File: src/rtl/tap_pkg.sv
// tap_pkg: shared types, constants and codes of the trapezoid angle profile.
// No dependencies; every other file of the block imports this package.
package tap_pkg;

    localparam int VW     = 32;       // value width, Q16.16
    localparam int FW     = 16;       // fraction bits
    localparam int DTW    = 16;       // step_time width, Q0.16
    localparam int RW     = 31;       // rate and speed width
    localparam int AW     = 5;        // APB address width
    localparam int PW     = 2 * RW;   // product width
    localparam int WRAP_W = 34;       // biased distance width
    localparam int REM_W  = 25;       // remainder width, holds 360 deg
    localparam int LEN_W  = 5;        // multiplier step count width
    localparam int CNT_W  = 6;        // wrap step count width

    localparam logic [REM_W-1:0]  DEG_FULL  = 25'd23592960;  // 360 deg
    localparam logic [REM_W-1:0]  DEG_HALF  = 25'd11796480;  // 180 deg
    localparam logic [REM_W-1:0]  DEG_SNAP  = 25'd196608;    // 3 deg
    // 183 turns: lifts any 33-bit difference above zero, keeps it mod 360
    localparam logic [WRAP_W-1:0] WRAP_BIAS = 34'd4317511680;

    localparam logic [LEN_W-1:0] LEN_VV = 5'd31;
    localparam logic [LEN_W-1:0] LEN_DD = 5'd26;
    localparam logic [LEN_W-1:0] LEN_DT = 5'd16;

    localparam logic [RW-1:0]  RST_MAXV  = 31'd23592960;
    localparam logic [RW-1:0]  RST_ACCEL = 31'd47185920;
    localparam logic [RW-1:0]  RST_DECEL = 31'd47185920;
    localparam logic [DTW-1:0] RST_DT    = 16'd655;

    typedef enum logic [1:0] {
        CMD_TICK = 2'd0,
        CMD_GOAL = 2'd1,
        CMD_LOAD = 2'd2
    } t_cmd;

    typedef enum logic [2:0] {
        REG_MODE  = 3'd0,
        REG_MAXV  = 3'd1,
        REG_ACCEL = 3'd2,
        REG_DECEL = 3'd3,
        REG_DT    = 3'd4
    } t_reg;

    typedef enum logic [1:0] {
        S_IDLE,
        S_WRAP,
        S_MUL,
        S_PUSH
    } t_state;

    typedef enum logic [1:0] {
        PH_VV,   // v*v
        PH_DD,   // decel*2|d|
        PH_ST,   // rate*dt
        PH_MV    // speed*dt
    } t_phase;

    typedef struct packed {
        logic             start;
        logic [RW-1:0]    a;
        logic [RW-1:0]    b;
        logic [LEN_W-1:0] len;
    } t_mul_req;

    typedef struct packed {
        logic              start;
        logic [WRAP_W-1:0] x;
    } t_wrap_req;

endpackage

File: src/rtl/tap_if.sv
// tap_in_if / tap_out_if: valid-ready channels of the profile block.
// Depends on tap_pkg for the field widths.
interface tap_in_if;
    import tap_pkg::*;
    logic                 valid;
    logic                 ready;
    logic [1:0]           command;
    logic signed [VW-1:0] value;
    modport source (output valid, command, value, input ready);
    modport sink   (input valid, command, value, output ready);
endinterface

interface tap_out_if;
    import tap_pkg::*;
    logic                 valid;
    logic                 ready;
    logic signed [VW-1:0] level;
    logic                 done_res;
    modport source (output valid, level, done_res, input ready);
    modport sink   (input valid, level, done_res, output ready);
endinterface

File: src/rtl/tap_smul.sv
// tap_smul: bit-serial shift-add multiplier, one multiplier bit per cycle.
// Depends on tap_pkg.
module tap_smul (
    input  logic              i_clk,
    input  logic              i_rst_n,
    input  tap_pkg::t_mul_req i_req,
    output logic              o_done,
    output logic [tap_pkg::PW-1:0] o_prod
);
    import tap_pkg::*;

    logic [PW-1:0]    r_ma;
    logic [RW-1:0]    r_mb;
    logic [PW-1:0]    r_acc;
    logic [LEN_W-1:0] r_cnt;
    logic             r_busy;
    logic             r_done;
    logic [PW-1:0]    n_acc;

    assign n_acc = r_mb[0] ? r_acc + r_ma : r_acc;

    always_ff @(posedge i_clk) begin
        if (!i_rst_n) begin
            r_busy <= 1'b0;
            r_done <= 1'b0;
            r_cnt  <= '0;
        end else begin
            r_done <= 1'b0;
            if (i_req.start) begin
                r_busy <= 1'b1;
                r_cnt  <= i_req.len;
            end else if (r_busy) begin
                r_cnt <= r_cnt - 1'b1;
                if (r_cnt == LEN_W'(1)) begin
                    r_busy <= 1'b0;
                    r_done <= 1'b1;
                end
            end
        end
    end

    always_ff @(posedge i_clk) begin
        if (i_req.start) begin
            r_ma  <= {{(PW-RW){1'b0}}, i_req.a};
            r_mb  <= i_req.b;
            r_acc <= '0;
        end else if (r_busy) begin
            r_ma  <= r_ma << 1;
            r_mb  <= r_mb >> 1;
            r_acc <= n_acc;
        end
    end

    assign o_done = r_done;
    assign o_prod = r_acc;

endmodule

File: src/rtl/tap_wrap.sv
// tap_wrap: serial restoring remainder modulo 360 degrees, one bit per cycle.
// Depends on tap_pkg.
module tap_wrap (
    input  logic               i_clk,
    input  logic               i_rst_n,
    input  tap_pkg::t_wrap_req i_req,
    output logic               o_done,
    output logic [tap_pkg::REM_W-1:0] o_rem
);
    import tap_pkg::*;

    logic [WRAP_W-1:0] r_x;
    logic [REM_W-1:0]  r_rem;
    logic [CNT_W-1:0]  r_cnt;
    logic              r_busy;
    logic              r_done;
    logic [REM_W:0]    trial;
    logic [REM_W-1:0]  n_rem;

    always_comb begin
        trial = {r_rem, r_x[WRAP_W-1]};
        if (trial >= {1'b0, DEG_FULL}) begin
            n_rem = REM_W'(trial - {1'b0, DEG_FULL});
        end else begin
            n_rem = trial[REM_W-1:0];
        end
    end

    always_ff @(posedge i_clk) begin
        if (!i_rst_n) begin
            r_busy <= 1'b0;
            r_done <= 1'b0;
            r_cnt  <= '0;
        end else begin
            r_done <= 1'b0;
            if (i_req.start) begin
                r_busy <= 1'b1;
                r_cnt  <= CNT_W'(WRAP_W);
            end else if (r_busy) begin
                r_cnt <= r_cnt - 1'b1;
                if (r_cnt == CNT_W'(1)) begin
                    r_busy <= 1'b0;
                    r_done <= 1'b1;
                end
            end
        end
    end

    always_ff @(posedge i_clk) begin
        if (i_req.start) begin
            r_x   <= i_req.x;
            r_rem <= '0;
        end else if (r_busy) begin
            r_x   <= r_x << 1;
            r_rem <= n_rem;
        end
    end

    assign o_done = r_done;
    assign o_rem  = r_rem;

endmodule

File: src/rtl/trapezoid_angle_profile.sv
// trapezoid_angle_profile: trapezoidal setpoint generator, top level.
// Depends on tap_pkg, tap_if, tap_smul and tap_wrap.
//
// Usage:
//  - i_cmd carries one item {command, value}: tick, set target, or load
//    position and target. o_res returns one item {level, done_res} per input.
//  - APB port sets the mode, speed limit, acceleration, deceleration and
//    step time at byte addresses 0,4,8,12,16; write only while idle.
//  - Work runs through a bit-serial multiplier (one multiplier bit a cycle)
//    and a bit-serial modulo-360 unit; one item at a time.
//  - Flow: set/load, idle tick or unknown command go straight to the push
//    state. Speed-mode tick: one 16-bit rate*dt multiply. Angle-mode tick:
//    wrap, v*v, decel*2|d|, rate*dt (skipped when speed is held), speed*dt,
//    wrap; a zero first remainder ends it after the first wrap.
//  - Output register: a finished result waits in it while the next item
//    is already taken; if it is still full when the next result is ready,
//    the block holds in its push state until o_res.ready frees it.
//  - Reset (synchronous, active low): position, target, speed 0, done 1,
//    registers to their defaults, output empty.
module trapezoid_angle_profile (
    input  logic                  i_clk,
    input  logic                  i_rst_n,
    tap_in_if.sink                i_cmd,
    tap_out_if.source             o_res,
    input  logic                  psel,
    input  logic                  penable,
    input  logic                  pwrite,
    input  logic [tap_pkg::AW-1:0] paddr,
    input  logic [31:0]           pwdata,
    output logic [31:0]           prdata,
    output logic                  pready
);
    import tap_pkg::*;

    // configuration
    logic            r_mode;
    logic [RW-1:0]   r_maxv;
    logic [RW-1:0]   r_accel;
    logic [RW-1:0]   r_decel;
    logic [DTW-1:0]  r_dt;
    logic            cfg_wr;
    t_reg            cfg_idx;

    // profile state
    t_state               r_state, n_state;
    t_phase               r_phase, n_phase;
    logic signed [VW-1:0] r_pos, n_pos;
    logic signed [VW-1:0] r_goal, n_goal;
    logic [RW-1:0]        r_speed, n_speed;
    logic                 r_fin, n_fin;
    logic                 r_second, n_second;  // second wrap = snap check
    logic                 r_neg, n_neg;        // shortest direction negative
    logic                 r_slow, n_slow;      // decelerate / ramp down
    logic [REM_W-1:0]     r_ad, n_ad;
    logic [PW-1:0]        r_vv, n_vv;

    // result register
    logic                 r_oval, n_oval;
    logic signed [VW-1:0] r_level;
    logic                 r_odone;
    logic                 load_out;

    // units
    t_mul_req          mul_req;
    t_wrap_req         wrap_req;
    logic              mul_done, wrap_done;
    logic [PW-1:0]     prod;
    logic [REM_W-1:0]  w_rem;

    // helpers
    logic                 in_acc, out_free, tick_run;
    logic                 w_neg;
    logic [REM_W-1:0]     w_abs;
    logic [RW-1:0]        stp;
    logic [RW-1:0]        sp_dec, sp_acc, sp_new;
    logic [RW:0]          sp_sum;
    logic signed [VW:0]   pos_x, goal_x, pos_up, pos_dn, pos_mv;
    logic signed [VW-1:0] pos_sat;
    logic                 slow_sel;

    function automatic logic [WRAP_W-1:0] wrap_arg(input logic signed [VW-1:0] g,
                                                   input logic signed [VW-1:0] p);
        return {{(WRAP_W-VW){g[VW-1]}}, g} - {{(WRAP_W-VW){p[VW-1]}}, p} + WRAP_BIAS;
    endfunction

    tap_smul u_mul (
        .i_clk   (i_clk),
        .i_rst_n (i_rst_n),
        .i_req   (mul_req),
        .o_done  (mul_done),
        .o_prod  (prod)
    );

    tap_wrap u_wrap (
        .i_clk   (i_clk),
        .i_rst_n (i_rst_n),
        .i_req   (wrap_req),
        .o_done  (wrap_done),
        .o_rem   (w_rem)
    );

    // ---------------- configuration port ----------------
    assign pready  = 1'b1;
    assign cfg_wr  = psel & penable & pwrite;
    assign cfg_idx = t_reg'(paddr[AW-1:2]);

    always_ff @(posedge i_clk) begin
        if (!i_rst_n) begin
            r_mode  <= 1'b0;
            r_maxv  <= RST_MAXV;
            r_accel <= RST_ACCEL;
            r_decel <= RST_DECEL;
            r_dt    <= RST_DT;
        end else if (cfg_wr) begin
            case (cfg_idx)
                REG_MODE:  r_mode  <= pwdata[0];
                REG_MAXV:  r_maxv  <= pwdata[RW-1:0];
                REG_ACCEL: r_accel <= pwdata[RW-1:0];
                REG_DECEL: r_decel <= pwdata[RW-1:0];
                REG_DT:    r_dt    <= pwdata[DTW-1:0];
                default: ;
            endcase
        end
    end

    always_comb begin
        case (cfg_idx)
            REG_MODE:  prdata = {31'd0, r_mode};
            REG_MAXV:  prdata = {1'b0, r_maxv};
            REG_ACCEL: prdata = {1'b0, r_accel};
            REG_DECEL: prdata = {1'b0, r_decel};
            REG_DT:    prdata = {16'd0, r_dt};
            default:   prdata = '0;
        endcase
    end

    // ---------------- shared helper terms ----------------
    assign i_cmd.ready = (r_state == S_IDLE);
    assign in_acc      = i_cmd.valid & i_cmd.ready;
    assign out_free    = !r_oval || o_res.ready;
    assign tick_run    = in_acc && (i_cmd.command == CMD_TICK) && !r_fin &&
                         (!r_mode || (r_pos != r_goal));

    // wrapped distance in (-180,180]: negative when remainder above 180
    assign w_neg = (w_rem > DEG_HALF);
    assign w_abs = w_neg ? DEG_FULL - w_rem : w_rem;

    // (x * dt) >> FW
    assign stp = prod[FW+RW-1:FW];

    assign sp_dec = (r_speed > stp) ? r_speed - stp : '0;
    assign sp_sum = {1'b0, r_speed} + {1'b0, stp};
    assign sp_acc = (sp_sum > {1'b0, r_maxv}) ? r_maxv : sp_sum[RW-1:0];
    assign sp_new = r_slow ? sp_dec : sp_acc;

    assign pos_x  = {r_pos[VW-1], r_pos};
    assign goal_x = {r_goal[VW-1], r_goal};
    assign pos_up = pos_x + $signed({2'b00, stp});
    assign pos_dn = pos_x - $signed({2'b00, stp});
    assign pos_mv = r_neg ? pos_dn : pos_up;

    always_comb begin
        if (pos_mv[VW] != pos_mv[VW-1]) begin
            pos_sat = pos_mv[VW] ? {1'b1, {(VW-1){1'b0}}} : {1'b0, {(VW-1){1'b1}}};
        end else begin
            pos_sat = pos_mv[VW-1:0];
        end
    end

    // deceleration test: v^2 >= 2*decel*|d|
    assign slow_sel = (r_vv >= prod);

    // ---------------- next state ----------------
    always_comb begin
        n_state = r_state;
        case (r_state)
            S_IDLE: begin
                if (in_acc) begin
                    if (tick_run) begin
                        n_state = r_mode ? S_MUL : S_WRAP;
                    end else begin
                        n_state = S_PUSH;
                    end
                end
            end
            S_WRAP: begin
                if (wrap_done) begin
                    n_state = (!r_second && (w_rem != '0)) ? S_MUL : S_PUSH;
                end
            end
            S_MUL: begin
                if (mul_done) begin
                    if (r_phase == PH_ST && r_mode) begin
                        n_state = S_PUSH;
                    end else if (r_phase == PH_MV) begin
                        n_state = S_WRAP;
                    end
                end
            end
            S_PUSH: begin
                if (out_free) begin
                    n_state = S_IDLE;
                end
            end
            default: n_state = S_IDLE;
        endcase
    end

    // ---------------- datapath and unit control ----------------
    always_comb begin
        n_phase  = r_phase;
        n_pos    = r_pos;
        n_goal   = r_goal;
        n_speed  = r_speed;
        n_fin    = r_fin;
        n_second = r_second;
        n_neg    = r_neg;
        n_slow   = r_slow;
        n_ad     = r_ad;
        n_vv     = r_vv;
        load_out = 1'b0;
        mul_req  = '{start: 1'b0, a: r_speed, b: {{(RW-DTW){1'b0}}, r_dt}, len: LEN_DT};
        wrap_req = '{start: 1'b0, x: wrap_arg(r_goal, r_pos)};

        case (r_state)
            S_IDLE: begin
                if (in_acc) begin
                    case (i_cmd.command)
                        CMD_TICK: begin
                            if (tick_run) begin
                                if (r_mode) begin
                                    n_slow        = !(r_pos < r_goal);
                                    n_neg         = n_slow;
                                    n_phase       = PH_ST;
                                    mul_req.start = 1'b1;
                                    mul_req.a     = n_slow ? r_decel : r_accel;
                                end else begin
                                    n_second       = 1'b0;
                                    wrap_req.start = 1'b1;
                                end
                            end else if (r_mode && !r_fin) begin
                                n_fin = 1'b1;   // already at target
                            end
                        end
                        CMD_GOAL: begin
                            n_goal = i_cmd.value;
                            n_fin  = 1'b0;
                        end
                        CMD_LOAD: begin
                            n_pos   = i_cmd.value;
                            n_goal  = i_cmd.value;
                            n_speed = '0;
                            n_fin   = 1'b1;
                        end
                        default: ;
                    endcase
                end
            end
            S_WRAP: begin
                if (wrap_done) begin
                    if (!r_second) begin
                        if (w_rem == '0) begin
                            n_speed = '0;
                            n_fin   = 1'b1;
                        end else begin
                            n_neg         = w_neg;
                            n_ad          = w_abs;
                            n_phase       = PH_VV;
                            mul_req.start = 1'b1;
                            mul_req.a     = r_speed;
                            mul_req.b     = r_speed;
                            mul_req.len   = LEN_VV;
                        end
                    end else if ((r_speed == '0) && (w_abs < DEG_SNAP)) begin
                        n_pos = r_goal;
                        n_fin = 1'b1;
                    end
                end
            end
            S_MUL: begin
                if (mul_done) begin
                    case (r_phase)
                        PH_VV: begin
                            n_vv          = prod;
                            n_phase       = PH_DD;
                            mul_req.start = 1'b1;
                            mul_req.a     = r_decel;
                            mul_req.b     = {{(RW-REM_W-1){1'b0}}, r_ad, 1'b0};
                            mul_req.len   = LEN_DD;
                        end
                        PH_DD: begin
                            mul_req.start = 1'b1;
                            n_slow        = slow_sel;
                            if (slow_sel) begin
                                n_phase   = PH_ST;
                                mul_req.a = r_decel;
                            end else if (r_speed < r_maxv) begin
                                n_phase   = PH_ST;
                                mul_req.a = r_accel;
                            end else begin
                                n_phase   = PH_MV;   // speed held
                                mul_req.a = r_speed;
                            end
                        end
                        PH_ST: begin
                            if (r_mode) begin
                                // ramp toward target, clamp there
                                if (!r_slow) begin
                                    if (pos_up >= goal_x) begin
                                        n_pos = r_goal;
                                        n_fin = 1'b1;
                                    end else begin
                                        n_pos = pos_up[VW-1:0];
                                    end
                                end else begin
                                    if (pos_dn <= goal_x) begin
                                        n_pos = r_goal;
                                        n_fin = 1'b1;
                                    end else begin
                                        n_pos = pos_dn[VW-1:0];
                                    end
                                end
                            end else begin
                                n_speed       = sp_new;
                                n_phase       = PH_MV;
                                mul_req.start = 1'b1;
                                mul_req.a     = sp_new;
                            end
                        end
                        PH_MV: begin
                            n_pos          = pos_sat;
                            n_second       = 1'b1;
                            wrap_req.start = 1'b1;
                            wrap_req.x     = wrap_arg(r_goal, pos_sat);
                        end
                        default: ;
                    endcase
                end
            end
            S_PUSH: begin
                load_out = out_free;
            end
            default: ;
        endcase
    end

    // ---------------- registers ----------------
    always_ff @(posedge i_clk) begin
        if (!i_rst_n) begin
            r_state  <= S_IDLE;
            r_phase  <= PH_VV;
            r_pos    <= '0;
            r_goal   <= '0;
            r_speed  <= '0;
            r_fin    <= 1'b1;
            r_second <= 1'b0;
            r_oval   <= 1'b0;
        end else begin
            r_state  <= n_state;
            r_phase  <= n_phase;
            r_pos    <= n_pos;
            r_goal   <= n_goal;
            r_speed  <= n_speed;
            r_fin    <= n_fin;
            r_second <= n_second;
            r_oval   <= n_oval;
        end
    end

    always_ff @(posedge i_clk) begin
        r_neg  <= n_neg;
        r_slow <= n_slow;
        r_ad   <= n_ad;
        r_vv   <= n_vv;
        if (load_out) begin
            r_level <= r_pos;
            r_odone <= r_fin;
        end
    end

    always_comb begin
        if (load_out) begin
            n_oval = 1'b1;
        end else if (o_res.ready) begin
            n_oval = 1'b0;
        end else begin
            n_oval = r_oval;
        end
    end

    assign o_res.valid    = r_oval;
    assign o_res.level    = r_level;
    assign o_res.done_res = r_odone;

    // ---------------- assertions ----------------
    a_wrap_in_state: assert property (@(posedge i_clk) disable iff (!i_rst_n)
        wrap_done |-> (r_state == S_WRAP))
        else $error("wrap unit finished outside its wait state");

    a_mul_in_state: assert property (@(posedge i_clk) disable iff (!i_rst_n)
        mul_done |-> (r_state == S_MUL))
        else $error("multiplier finished outside its wait state");

    a_load_pos: assert property (@(posedge i_clk) disable iff (!i_rst_n)
        (in_acc && (i_cmd.command == CMD_LOAD)) |=> (r_pos == $past(i_cmd.value)) && r_fin)
        else $error("load command did not set position");

    a_goal_clears_done: assert property (@(posedge i_clk) disable iff (!i_rst_n)
        (in_acc && (i_cmd.command == CMD_GOAL)) |=> !r_fin)
        else $error("set target did not clear done");

endmodule

File: src/flat_wrapper.sv
// flat-port wrapper written by rule: the top's interface ports become plain ports
module trapezoid_angle_profile_flat import tap_pkg::*;
  (i_clk, i_rst_n, psel, penable, pwrite, paddr, pwdata, prdata, pready, i_cmd_valid, i_cmd_command, i_cmd_value, i_cmd_ready, o_res_valid, o_res_level, o_res_done_res, o_res_ready);
  tap_in_if i_cmd_i ();
  tap_out_if o_res_i ();
  input  logic i_clk;
  input  logic i_rst_n;
  input  logic psel;
  input  logic penable;
  input  logic pwrite;
  input  logic [tap_pkg::AW-1:0] paddr;
  input  logic [31:0] pwdata;
  output logic [31:0] prdata;
  output logic pready;
  input wire logic [$bits(i_cmd_i.valid)-1:0] i_cmd_valid;
  input wire logic [$bits(i_cmd_i.command)-1:0] i_cmd_command;
  input wire logic [$bits(i_cmd_i.value)-1:0] i_cmd_value;
  output wire logic [$bits(i_cmd_i.ready)-1:0] i_cmd_ready;
  output wire logic [$bits(o_res_i.valid)-1:0] o_res_valid;
  output wire logic [$bits(o_res_i.level)-1:0] o_res_level;
  output wire logic [$bits(o_res_i.done_res)-1:0] o_res_done_res;
  input wire logic [$bits(o_res_i.ready)-1:0] o_res_ready;
  assign i_cmd_i.valid = i_cmd_valid;
  assign i_cmd_i.command = i_cmd_command;
  assign i_cmd_i.value = i_cmd_value;
  assign i_cmd_ready = i_cmd_i.ready;
  assign o_res_valid = o_res_i.valid;
  assign o_res_level = o_res_i.level;
  assign o_res_done_res = o_res_i.done_res;
  assign o_res_i.ready = o_res_ready;
  trapezoid_angle_profile u_core (.i_clk(i_clk), .i_rst_n(i_rst_n), .i_cmd(i_cmd_i), .o_res(o_res_i), .psel(psel), .penable(penable), .pwrite(pwrite), .paddr(paddr), .pwdata(pwdata), .prdata(prdata), .pready(pready));
endmodule
File: config.mk
export PLATFORM = sky130hd
export DESIGN_NAME = trapezoid_angle_profile_flat
export DESIGN_NICKNAME = d
export VERILOG_FILES = /design/src/rtl/tap_pkg.sv /design/src/rtl/tap_if.sv /design/src/rtl/tap_smul.sv /design/src/rtl/tap_wrap.sv /design/src/rtl/trapezoid_angle_profile.sv /design/src/flat_wrapper.sv
export SDC_FILE = /design/constraint.sdc
export NUM_CORES = 2
export LEC_CHECK = 0
export BUFFER_PORTS_ARGS = -buffer_cell sky130_fd_sc_hd__buf_4
export CORE_MARGIN = 1
export CORE_UTILIZATION = 30
export CTS_CLUSTER_SIZE = 24
export DETAILED_ROUTE_END_ITERATION = 10
export PLACE_DENSITY_LB_ADDON = 0.3
export SKIP_CTS_REPAIR_TIMING = 1
export SLEW_MARGIN = 20
export SYNTH_ARGS = -nofsm -noshare
export SYNTH_HDL_FRONTEND = slang
export SYNTH_HIERARCHICAL = 1
export SYNTH_SLANG_ARGS = --single-unit
File: constraint.sdc
create_clock -name i_clk -period 8.6 [get_ports i_clk]
set_clock_uncertainty 0.05 [all_clocks]
set_input_delay 1.29 -clock i_clk [delete_from_list [all_inputs] [get_ports i_clk]]
set_output_delay 1.29 -clock i_clk [all_outputs]
set_load 0.01 [all_outputs]
==> reports/results.ini <==
[run_status]
status = complete, no violations

[logic_synthesis]
ys_warn_count = 6
synth_edf_count = 218
synth_ff_type = dfxtp_1
synth-async-reset-ratio = 0
synth_top_cell_by_area = dfxtp_1
synthTopCellsByCount = nand2_1 (822), a21oi_1 (474), ha_1 (457)
syn_area_sq_mm = 0.0473
synth.most_common_cell = nand2_1
ys_seq_area_frac = 0.284
synth-seq-cells = 563
synth_area_leaders = dfxtp_1 (15%), edfxtp_1 (14%), ha_1 (12%)
avgSynthCellArea_sq_um = 8.03
yosysTopAreaCellShare = 0.146
netlist_instances = 5894
synth.distinct_cells = 115

[power]
irDropWorstVdd_mv = 0.305
p_leak_nw = 21.5
p_per_area_mw_per_mm2 = 330
p_total_mw = 17.7

[global_route]
grt_max_degree = 117
gr-usage-all-layers = 0.231
grt_pass1_wl_microns = 278000
antenna_found_initial = 9
globalRouteOverflowTotal = 0
grt_pass1_vias = 42600

[place]
hpwlAfterDp_microns = 149000
portBuffers = 140
routabilityCongestion = 0.994

[worst_setup_path]
crit_slowest_cell = or4_4
critPathArrivalTime_ns = 8.55
cp-end-kind = register
required_ns = 8.98
r2r_end = u_core/u_wrap/r_x[29]$_DFFE_PP_
crit_path_end = u_core/u_wrap/r_x[29]$_DFFE_PP_
worstPathMaxFanout = 13
reg2reg_depth = 33
crit_path_start = u_core/u_mul/o_prod[29]$_SDFFE_PP0P_
critPathKind = register to register
regToRegSetupSlack_ns = 0.43
critical_path.reg2reg.startpoint = u_core/u_mul/o_prod[29]$_SDFFE_PP0P_
cp-start-kind = register
cpPeakStageDelay_ns = 0.59

[clock_tree]
clk_pin_slew_worst_paths_ns = 0.06
cts.sinks = 563
cts.htree.levels = 3
cts_tree = done
clk_path_buf_depth = 3
cts_root_buf = clkbuf_16
numCtsBuffers = 74
clk_latency_ns = 0.70

[cells_and_area]
final_core_util = 0.343
nets = 6518
area_delta_synth_final_pct = 13.5
fill_cells = 16500
register_area_sq_mm = 0.0135
multi_input_area_sq_mm = 0.0312
final_layout_size_suffix_gt1_frac = 0.113

[timing]
tightest_slew_ns = 1.12
clock.fmax_mhz = 122
slew_headroom = 0.254
finalMaxSlewViolations = 0
rsz0062_at_grt = false
fin_crit_ns = 8.17
period_share = 0.950
fin_setup_tns_ns = 0
setup_viol = 0
hold_violations = 0

[routing]
first_pass_iters = 9
wl_per_cell_microns = 23.4
drcViolationCount = 0
viasPerCell = 5.62
antenna_left = 0
drtIter0Drc = 4168
vias = 45500
drt_wl_total_microns = 190000

[floorplan]
rows = 145
core_region_area_sq_mm = 0.156
ioPinCount = 146
die_area_sq_mm = 0.159
die_x_microns = 399
start_util = 0.303
die_h_microns = 399

[job]
maxCapViolCount = 0

[worst_hold_path]
hold_class = register to register

[worst min-delay path by stage]
| stage | start | end | slack, ns | cells past startpoint |
|---|---|---|---|---|
| 6_report | u_core/r_maxv[26]$_SDFFE_PN0P_ | u_core/r_maxv[26]$_SDFFE_PN0P_ | 0.41 | 2 |
| 5_1_grt | u_core/r_maxv[4]$_SDFFE_PN0P_ | u_core/r_maxv[4]$_SDFFE_PN0P_ | 0.43 | 2 |
| 4_1_cts | u_core/r_maxv[20]$_SDFFE_PN0P_ | u_core/r_maxv[20]$_SDFFE_PN0P_ | 0.42 | 2 |
| 3_5_place_dp | u_core/r_maxv[20]$_SDFFE_PN0P_ | u_core/r_maxv[20]$_SDFFE_PN0P_ | 0.41 | 2 |
| 3_3_place_gp | u_core/r_maxv[2]$_SDFFE_PN0P_ | u_core/r_maxv[2]$_SDFFE_PN0P_ | 0.40 | 2 |
| 2_1_floorplan | u_core/r_pos[31]$_SDFFE_PN0P_ | u_core/o_res.level[31]$_DFFE_PP_ | 0.38 | 0 |
[worst max-delay path: cells and delay by family, from the launching register on]
family / cells / cell delay [ns]
DFF: 1 / 0.31
adders and majority gates: 4 / 1.19
and+or+nand+nor: 10 / 2.11
xor gates and xnor gates: 2 / 0.41
AOI/OAI and AO/OA: 11 / 2.90
buffers and inverters: 5 / 0.70
muxes: 1 / 0.25
[final cells by class]
cell class,instances,share of cell area
Sequential cell,563,0.250
Timing Repair Buffer,363,0.0513
Multi-Input combinational cell,4658,0.582
Clock inverter,30,0.00687
Inverter,316,0.0221
Tap cell,2058,0.0479
Antenna cell,4,0.000186
Clock buffer,107,0.0396
[logic make-up after synthesis]
group                    Yosys count  share of synthesized area
AO/OA/AOI/OAI                   1789                      0.251
XOR/XNOR                         257                     0.0476
adder cells (fa/ha/maj)          464                      0.124
buffers and inverters            674                     0.0580
flip-flops                       563                      0.284
multiplexers                     222                     0.0498
other                              2                   0.000159
AND/OR/NAND/NOR                 1923                      0.186
[sequential cells by signal (all words and copies together) (netlist names), 2 cells and up]
name,count
u_core/o_res.level,32
u_core/r_accel,31
u_core/r_ad,25
u_core/r_decel,31
u_core/r_dt,16
u_core/r_goal,32
u_core/r_maxv,31
u_core/r_phase,2
u_core/r_pos,32
u_core/r_speed,31
u_core/r_state,2
u_core/r_vv,62
u_core/u_mul/o_prod,62
u_core/u_mul/r_cnt,5
u_core/u_mul/r_ma,62
u_core/u_mul/r_mb,31
u_core/u_wrap/o_rem,25
u_core/u_wrap/r_cnt,6
u_core/u_wrap/r_x,34
[per-layer routing]
metal,GRT usage,part of all wire,wire (microns),vias up
met4,0.108,0.052,9870,2
met1,0.309,0.44,83200,21800
met2,0.368,0.45,84700,1763
met5,0,0.000069,13,-
met3,0.0269,0.063,11900,367
li1,-,-,-,21500
[through the flow]
step / hold WS (ns) / std cells / area, sq um / worst slack [ns]
global placement: 0.404 / 7958 / 51200 / 0.379
global route: 0.433 / 8097 / 53700 / 0.0662
floorplan: 0.378 / 5895 / 47300 / 1.43
finish: 0.415 / 8099 / 53700 / 0.428
detailed placement: 0.410 / 7958 / 51200 / 0.329
CTS: 0.418 / 8095 / 53700 / 0.294
[power breakdown]
part           switching (mW)  leakage (nW)  total (mW)  internal (mW)
Combinational            7.11          15.5        11.3           4.16
Sequential              0.254          4.86        3.24           2.98
Clock                    1.33          1.20        3.19           1.86
[layout by cell type, fill, tap and decap left out, drive strengths merged, types with 71 or more instances in the layout]
cell type	Yosys	routed
nand4	78	78
clkbuf	252	107
a21o	95	95
nor2	433	433
nand2	823	823
nor2b	71	71
edfxtp	218	218
o211ai	73	73
mux2i	119	119
nor3	86	86
a21oi	475	475
dfxtp	345	345
inv	314	320
o21ai	360	360
ha	457	457
xnor2	185	185
xor2	72	72
buf	102	363
nand3	142	142
mux2	103	103
a21boi	143	143
Power figures use the tool's default switching activity.
